### src/rtl/dtc_pkg.sv
`timescale 1ns / 1ps

package dtc_pkg;

   // Frame geometry
   localparam int MAX_COLUMNS = 128;
   localparam int MAX_ROWS    = 64;
   localparam int CELL_COUNT  = MAX_COLUMNS * MAX_ROWS;

   localparam int COL_W  = (MAX_COLUMNS > 1) ? $clog2(MAX_COLUMNS) : 1;
   localparam int ROW_W  = (MAX_ROWS > 1) ? $clog2(MAX_ROWS) : 1;
   localparam int ADDR_W = (CELL_COUNT > 1) ? $clog2(CELL_COUNT) : 1;

   // Field widths
   localparam int POS_W   = 16;
   localparam int CHAR_W  = 8;
   localparam int COLOR_W = 16;
   localparam int PRIO_W  = 16;
   localparam int WIDTH_W  = 8;
   localparam int HEIGHT_W = 7;
   localparam int CSR_W    = 8;

   // Operation codes
   localparam logic [1:0] OP_CLEAR = 2'd0;
   localparam logic [1:0] OP_DRAW  = 2'd1;
   localparam logic [1:0] OP_READ  = 2'd2;

   // Register indexes
   localparam logic CSR_WIDTH  = 1'b0;
   localparam logic CSR_HEIGHT = 1'b1;

   // Reset values
   localparam logic [WIDTH_W-1:0]  WIDTH_RESET  = 8'd80;
   localparam logic [HEIGHT_W-1:0] HEIGHT_RESET = 7'd25;
   localparam logic [CHAR_W-1:0]   BLANK_CHAR   = 8'd32;
   localparam logic [PRIO_W-1:0]   EMPTY_PRIO   = '1;

   // One stored cell
   typedef struct packed {
      logic [CHAR_W-1:0]  character;
      logic [COLOR_W-1:0] color;
      logic [PRIO_W-1:0]  priority_val;
   } cell_type;

   localparam int CELL_W = $bits(cell_type);

   // Decoded request word
   typedef struct packed {
      logic [1:0]         op;
      logic               in_range;
      logic [ADDR_W-1:0]  addr;
      logic [CHAR_W-1:0]  character;
      logic [COLOR_W-1:0] color;
      logic [PRIO_W-1:0]  priority_val;
   } item_type;

   // Response word
   typedef struct packed {
      logic               written;
      logic               in_range;
      logic [CHAR_W-1:0]  cell_character;
      logic [COLOR_W-1:0] cell_color;
   } result_type;

   // Memory write port
   typedef struct packed {
      logic              we;
      logic [ADDR_W-1:0] addr;
      cell_type          data;
   } mem_wr_type;

endpackage

### src/rtl/dtc_ctrl.sv
`timescale 1ns / 1ps

module dtc_ctrl (
   input  logic                    clock,
   input  logic                    reset,
   input  logic                    req_valid,
   output logic                    req_ready,
   input  dtc_pkg::item_type       req_item,
   output logic                    rsp_valid,
   input  logic                    rsp_ready,
   output dtc_pkg::result_type     rsp_word,
   output logic [dtc_pkg::ADDR_W-1:0] ram_raddr,
   input  dtc_pkg::cell_type       ram_rdata,
   output dtc_pkg::mem_wr_type     ram_wr
);
   import dtc_pkg::*;

   typedef enum logic [1:0] {
      ST_IDLE,
      ST_CHECK,
      ST_SWEEP
   } state_type;

   state_type         state_ff;
   item_type          item_ff;
   logic [ADDR_W-1:0] sweep_ff;
   logic              sweep_rsp_ff;
   logic              rsp_valid_ff;
   result_type        rsp_ff;

   logic       slot_free;
   logic       draw_ok;
   logic       finish;
   result_type result_in;
   logic       sweep_last;

   assign req_ready = (state_ff == ST_IDLE);
   assign slot_free = !rsp_valid_ff || rsp_ready;
   assign finish    = (state_ff == ST_CHECK) && slot_free;
   assign sweep_last = (sweep_ff == ADDR_W'(CELL_COUNT - 1));

   // Address the read at the incoming word, then hold it during the check
   assign ram_raddr = (state_ff == ST_IDLE) ? req_item.addr : item_ff.addr;

   // Depth test against the stored priority
   assign draw_ok = (item_ff.op == OP_DRAW) && item_ff.in_range
                    && (item_ff.character != '0)
                    && ($signed(ram_rdata.priority_val) <= $signed(item_ff.priority_val));

   // Build the response word
   always_comb begin
      result_in = '0;
      case (item_ff.op)
         OP_DRAW: begin
            result_in.in_range = item_ff.in_range;
            result_in.written  = draw_ok;
         end
         OP_READ: begin
            if (item_ff.in_range) begin
               result_in.in_range       = 1'b1;
               result_in.cell_character = ram_rdata.character;
               result_in.cell_color     = ram_rdata.color;
            end
         end
         default: result_in = '0;
      endcase
   end

   // Memory write: blank during the sweep, new cell on a winning draw
   always_comb begin
      ram_wr = '0;
      if (state_ff == ST_SWEEP) begin
         ram_wr.we                = 1'b1;
         ram_wr.addr              = sweep_ff;
         ram_wr.data.character    = BLANK_CHAR;
         ram_wr.data.color        = '0;
         ram_wr.data.priority_val = EMPTY_PRIO;
      end else if (finish && draw_ok) begin
         ram_wr.we                = 1'b1;
         ram_wr.addr              = item_ff.addr;
         ram_wr.data.character    = item_ff.character;
         ram_wr.data.color        = item_ff.color;
         ram_wr.data.priority_val = item_ff.priority_val;
      end
   end

   // Sequencer, held word and output register
   always_ff @(posedge clock) begin
      if (reset) begin
         state_ff     <= ST_SWEEP;
         sweep_ff     <= '0;
         sweep_rsp_ff <= 1'b0;
         rsp_valid_ff <= 1'b0;
      end else begin
         // Raise the response when a check finishes, drop it once taken
         if (finish) begin
            rsp_valid_ff <= 1'b1;
         end else if (rsp_valid_ff && rsp_ready) begin
            rsp_valid_ff <= 1'b0;
         end
         unique case (state_ff)
            ST_IDLE: begin
               if (req_valid) begin
                  item_ff <= req_item;
                  if (req_item.op == OP_CLEAR) begin
                     state_ff     <= ST_SWEEP;
                     sweep_ff     <= '0;
                     sweep_rsp_ff <= 1'b1;
                  end else begin
                     state_ff <= ST_CHECK;
                  end
               end
            end
            ST_CHECK: begin
               if (slot_free) begin
                  rsp_ff   <= result_in;
                  state_ff <= ST_IDLE;
               end
            end
            ST_SWEEP: begin
               sweep_ff <= sweep_ff + 1'b1;
               if (sweep_last) begin
                  state_ff <= sweep_rsp_ff ? ST_CHECK : ST_IDLE;
               end
            end
            default: state_ff <= ST_IDLE;
         endcase
      end
   end

   assign rsp_valid = rsp_valid_ff;
   assign rsp_word  = rsp_ff;

endmodule

### config.mk
export PLATFORM = sky130hd
export DESIGN_NAME = dtc_ctrl
export DESIGN_NICKNAME = d
export VERILOG_FILES = /design/src/rtl/dtc_pkg.sv /design/src/rtl/dtc_ctrl.sv
export SDC_FILE = /design/constraint.sdc
export NUM_CORES = 1
export LEC_CHECK = 0
export BUFFER_PORTS_ARGS = -buffer_cell sky130_fd_sc_hd__buf_2
export CAP_MARGIN = 20
export CORE_MARGIN = 1.5
export CORE_UTILIZATION = 52
export CTS_CLUSTER_DIAMETER = 200
export DETAILED_ROUTE_END_ITERATION = 6
export PLACE_DENSITY_LB_ADDON = 0.12
export RECOVER_POWER = 25
export REMOVE_ABC_BUFFERS = 1
export SETUP_SLACK_MARGIN = 0.02
export SLEW_MARGIN = 20
export SYNTH_ARGS = -nofsm -noshare
export SYNTH_HDL_FRONTEND = slang
export SYNTH_SLANG_ARGS = --single-unit
### constraint.sdc
create_clock -name clock -period 10.3 [get_ports clock]
set_input_delay 2.06 -clock clock [delete_from_list [all_inputs] [get_ports clock]]
set_output_delay 2.06 -clock clock [all_outputs]
set_load 0.01 [all_outputs]
==> results of run 1 <==
-- sequential cells by signal, indices dropped and copies added, names as in the netlist --
signal and count:
rsp_word 26, item_ff 56, sweep_ff 13, rsp_valid 1, sweep_rsp_ff 1, state_ff 2
-- final timing paths --
path | start | to | slack [ns] | depth (start not counted)
worst max register to register | item_ff[7] | rsp_word[25] | 8.08 | 7
worst max-delay path | ram_rdata[15] | ram_wr[37] | 4.19 | 8
worst min-delay path | rsp_valid | rsp_valid | 0.48 | 2
worst min register to register | rsp_valid | rsp_valid | 0.48 | 2
-- critical path, stage by stage --
cell and delay [ns]:
buf_2 0.10, ha_1 0.31, nand4_1 0.11, nor3_1 0.30
o21a_1 0.18, o21a_4 0.56, o21ai_0 0.22, buf_2 0.21
-- cell usage in the layout (no fill, tap or decap), types with 2 or more instances in the layout --
master / instances
buf_2: 187
edfxtp_1: 82
nand2_1: 38
inv_1: 34
o31ai_1: 27
nor3b_1: 24
and3_1: 24
nor2_1: 20
o21ai_0: 19
ha_1: 19
dfxtp_1: 17
a21oi_1: 12
clkbuf_8: 10
clkbuf_1: 10
nor3_1: 6
nand3_1: 6
nand4_1: 5
xnor2_1: 5
nor4_1: 4
nand2b_1: 3
nor2b_1: 3
xor2_1: 3
buf_4: 3
o21a_1: 2
a211oi_1: 2
a22oi_1: 2
a31oi_1: 2
or3_1: 2
clkinv_2: 2
-- logic make-up (layout without fill, tap and decap cells) --
logic type,count (synthesis),in the layout,share of synthesized area
buf+inv,58,247,0.0487
fa+ha+maj,19,19,0.0520
compound gates,76,76,0.109
simple gates,140,140,0.162
flops,99,99,0.613
xor+xnor,8,8,0.0153
-- per-layer routing --
metal / routed length [um] / global-route usage
met5: 0 / 0
met4: 323 / 0.0914
met3: 834 / 0.0658
met2: 5020 / 0.374
met1: 4720 / 0.319
-- power by group --
group / total [W] / switching (W) / internal (W)
logic: 0.0000379 / 0.0000187 / 0.0000192
clock network: 0.000244 / 0.000125 / 0.000119
registers: 0.000433 / 0.00000139 / 0.000432
total: 0.000714 / 0.000145 / 0.000569
-- layout make-up --
| class | instances | area, um2 | area share |
|---|---|---|---|
| clock inverter | 3 | 40.0 | 0.00689 |
| timing repair buffer | 197 | 985 | 0.169 |
| sequential | 99 | 2800 | 0.482 |
| multi-input combinational | 243 | 1570 | 0.270 |
| tap | 108 | 135 | 0.0233 |
| inverter | 34 | 128 | 0.0220 |
| clock buffer | 13 | 149 | 0.0256 |
-- per-stage QoR --
step / power, W / instance area (um2) / setup WS (ns) / cells
6_report: 0.000714 / 5810 / 4.19 / 697
5_1_grt: 0.000742 / 5810 / 4.01 / 697
4_1_cts: 0.000720 / 5810 / 3.84 / 697
3_5_place_dp: 0.000480 / 5620 / 3.84 / 681
3_3_place_gp: 0.000479 / 5620 / 3.97 / 681
2_1_floorplan: 0.000455 / 4480 / 4.06 / 376
==> run summary, run 1 <==
utilization after layout = 0.673
DIE HEIGHT = 96.8 um
Area contributors post-synth = edfxtp_1 (54%), dfxtp_1 (7.4%), ha_1 (5.2%)
die area = 9370 um2
count leader, synth = edfxtp_1
Initial Utilization = 0.530
VDD IR max = 0.0724 mV
worst hold-check path type = reg2reg
Sink Count = 99
Post-DP HPWL = 7.82 mm
post-cts resize count = 0
layout cells sized above 1 = 0.357
Final Max Slew Viols = 0
syn avg cell area = 11.4 um2
IO Count = 195
Final setup viols = 0
run status = complete, no violations
grt ovf = 0
std cell rows = 34
area added between synthesis and finish = 27.0%
number of port buffers = 194
clock slew at reported path FFs = 0.09 ns
# DRC = 0
fin nets = 703
Die X = 96.8 um
TritonCTS clock tree = done
Leak Pwr = 2.48 nW
synth cell count leaders = edfxtp_1 (82), nand2_1 (39), inv_1 (34), o31ai_1 (27)
Crit Path Max Fanout = 55
synthesized netlist cell count = 400
setup TNS = 0 ns
max_cap viols = 0
antenna-violating nets left = 0
crit path time final = 6.11 ns
drt via density = 5.37
GRT Overall Usage = 0.239
Worst EP arrival = 4.05 ns
share of the synthesized area in the top cell type = 0.538
CP Data Required Time = 8.24 ns
Final period util = 0.594
Root Buffer Master = clkbuf_8
CTS Buf Count = 9
H-tree levels = 3
first-pass GRT wire length = 17.9 mm
sequential share of the synthesized area = 0.613
final hold viol count = 0
drt pass-1 iters = 4
Least-Margin Pin Slew = 1.05 ns
relative slew slack = 0.299
final WL = 10.9 mm
via count = 3743
Synth area leader = edfxtp_1
1st-iter DRT viols = 138
vias in the first global route = 3724
Power Dens Cells = 123 nW/um2
CP startpoint kind = input pin
Synth Cell Area = 4570 um2
drt wl/cell = 15.6 um
unrepaired setup endpoints after global routing = false
final hold slack = 0.484 ns
number of synthesized register bits = 99
post-CTS setup buffer count = 0
Worst Skew = 0.0113 ns
Fmax achieved = 0.164 GHz
Max clock buf depth = 2
Clk Latency, worst-skew pair = 0.35 ns
Post-synth ARST share = 0
n_diodes = 0
ys flop type = edfxtp_1
Yosys warning count = 0
GPL Wtd Cong = 0.892
cts hold-fix bufs = 0
Crit Path Class = in2out
critical path capture point type = output pin
Core ar. = 8640 um2
Post-synth EDFFs = 82
Fillers = 719
largest net degree at the start of global routing = 57
Yosys cell types = 38
initial antenna violation count = 0
Power figures use the tool's default switching activity.
==> inputs of run 2 (changes only) <==
CORE_UTILIZATION = 43   (was 52)
clock period = 5.17 ns   (was 10.3 ns; I/O delays follow)
==> run 2 against run 1 <==
- non-clock buffer count rose by 1
- critical path depth rose by 1
- clock skew fell by 0.0044 ns
- global-route usage fell by 3.6 points
- combinational power rose by 99%
- setup slack got worse by 3.3 ns
- critical path type unchanged
- largest power group unchanged
==> run summary, run 2 (synthesis results as in run 1) <==
drt wl/cell = 15.4 um (-1.7%)
TritonCTS clock tree = done
largest net degree at the start of global routing = 53 (-7.0%)
relative slew slack = 0.315 (+0.0160)
grt ovf = 0 (unchanged)
Final Max Slew Viols = 0 (unchanged)
layout cells sized above 1 = 0.354 (-0.00230)
register name with the most flops = item_ff
RR Endpoint = rsp_word[25]
1st-iter DRT viols = 181 (+31%)
die area = 11300 um2 (+20%)
max_cap viols = 0 (unchanged)
area added between synthesis and finish = 28.0%
post-CTS setup buffer count = 0 (unchanged)
n_diodes = 0 (unchanged)
hold path start = sweep_rsp_ff
number of port buffers = 194 (unchanged)
Core ar. = 10300 um2 (+20%)
CTS Buf Count = 9 (unchanged)
initial antenna violation count = 0 (unchanged)
final hold slack = 0.483 ns (-0.000386 ns)
CP startpoint kind = input pin
Root Buffer Master = clkbuf_8
Crit Path Class = in2out
drt pass-1 iters = 7 (+3)
post-cts resize count = 0 (unchanged)
Clk Latency, worst-skew pair = 0.37 ns (+0.02 ns)
unrepaired setup endpoints after global routing = false
leading cell types in the layout, fill and taps excluded = buf_2 (183), edfxtp_1 (82), nand2_1 (38)
CP Data Required Time = 4.14 ns (-4.10 ns)
final hold viol count = 0 (unchanged)
Placed Area = 5670 um2 (+0.76%)
critical path's largest stage delay = 0.54 ns (-0.02 ns)
final WL = 11.2 mm (+2.4%)
# DRC = 0 (unchanged)
Leak Pwr = 2.47 nW (-0.21%)
cell mode on critical path = buf_2
utilization after layout = 0.567 (-0.106)
Final period util = 0.833
Fmax achieved = 0.232 GHz
GPL Wtd Cong = 0.784 (-12%)
WHS Endpoint = sweep_rsp_ff
Least-Margin Pin Slew = 1.02 ns (-0.0239 ns)
IO Count = 195 (unchanged)
Initial Utilization = 0.443 (-0.0866)
GRT Overall Usage = 0.203 (-0.0362)
crit path time final = 4.31 ns
drt via density = 5.06 (-5.9%)
vias in the first global route = 3608 (-3.1%)
critical path's slowest cell = o21a_2
Crit Path Max Fanout = 32 (-42%)
Max clock buf depth = 2 (unchanged)
Post-DP HPWL = 8.14 mm (+4.1%)
clock slew at reported path FFs = 0.09 ns (about the same)
Sink Count = 99 (unchanged)
crit-path leading delay family = compound AO/OA/AOI/OAI gates
std cell rows = 37 (+8.8%)
worst r2r src = item_ff[14]
CP Cell Sequence = buf_2 > ha_1 > nand4_1 > nor3_1 > o21a_1 > o21a_2 > buf_4 > o31ai_1 > buf_2
Worst Skew = 0.00692 ns (-0.00439 ns)
most common cell after layout, fill and taps aside = buf_2
Buf/Inv on CP = 3 (+1)
first-pass GRT wire length = 17.6 mm (-1.7%)
antenna-violating nets left = 0 (unchanged)
VDD IR max = 0.158 mV (+120%)
worst hold stages = 2 (unchanged)
Worst EP arrival = 3.27 ns (-0.78 ns)
H-tree levels = 3 (unchanged)
DIE HEIGHT = 106 um (+9.7%)
cts hold-fix bufs = 0 (unchanged)
R2R setup slack = 2.96 ns (-5.12 ns)
run status = complete, no violations
fin nets = 704 (+0.14%)
Die X = 106 um (+9.7%)
max reg flops = 56 (unchanged)
reg2reg path depth = 7 (unchanged)
setup TNS = 0 ns (unchanged)
final instance area = 5850 um2 (+0.75%)
worst hold-check path type = reg2reg
via count = 3670 (-2.0%)
Final setup viols = 0 (unchanged)
Power Dens Cells = 248 nW/um2 (+100%)
critical path capture point type = output pin
[run 2: cell count changes in the layout (fill, tap and decap cells not counted), sizes merged]
cell      previous run  this run
buf                190       188
clkbuf              20        21
clkinvlp             0         1
inv                 34        35
[run 2: metal layers]
layer,GRT usage,wire (um),vias to the layer above
met5,0,0,-
met3,0.0564,795,12
li1,-,-,1827
met4,0.0782,153,0
met2,0.334,5450,135
met1,0.253,4770,1696
[run 2: worst reg2reg max path: stages (launching register included)]
cell,delay [ns]
edfxtp_1,0.33
inv_1,0.07
ha_1,0.31
nand4_1,0.14
nor3_1,0.28
o21a_1,0.16
o21a_2,0.54
nor2b_1,0.12
[run 2: worst max-delay path by stage]
stage	startpoint	endpoint	slack, ns	depth (start not counted)
2_1_floorplan	state_ff[0]	item_ff[0]	0.90	3
3_3_place_gp	ram_rdata[15]	ram_wr[24]	0.93	9
3_5_place_dp	ram_rdata[14]	ram_wr[9]	0.87	9
4_1_cts	ram_rdata[14]	ram_wr[9]	0.86	9
5_1_grt	ram_rdata[14]	ram_wr[9]	0.68	9
6_report	ram_rdata[14]	ram_wr[9]	0.86	9
[run 2: final cells by class]
| cell class | count | area (um2) |
|---|---|---|
| clock buffers | 11 | 141 |
| clock inverters | 5 | 60.1 |
| fillers | 926 | 4470 |
| inverters | 34 | 128 |
| multi-input cells | 243 | 1570 |
| flip-flops and latches | 99 | 2800 |
| well taps | 136 | 170 |
| repair buffers | 198 | 987 |
[run 2: per-stage QoR]
stage / instances / setup slack (ns) / power [W]
after floorplan: 376 / 0.895 / 0.000906
after global placement: 710 / 0.933 / 0.000955
after detailed placement: 710 / 0.866 / 0.000958
after CTS: 726 / 0.862 / 0.00147
after global routing: 726 / 0.681 / 0.00151
final: 726 / 0.862 / 0.00145
[run 2: report_power, final]
group	internal, W	switching [W]	leakage [nW]
sequential	0.000860	0.00000275	0.881
combinational	0.0000380	0.0000376	1.49
clock	0.000239	0.000274	0.0999
total	0.00114	0.000314	2.47
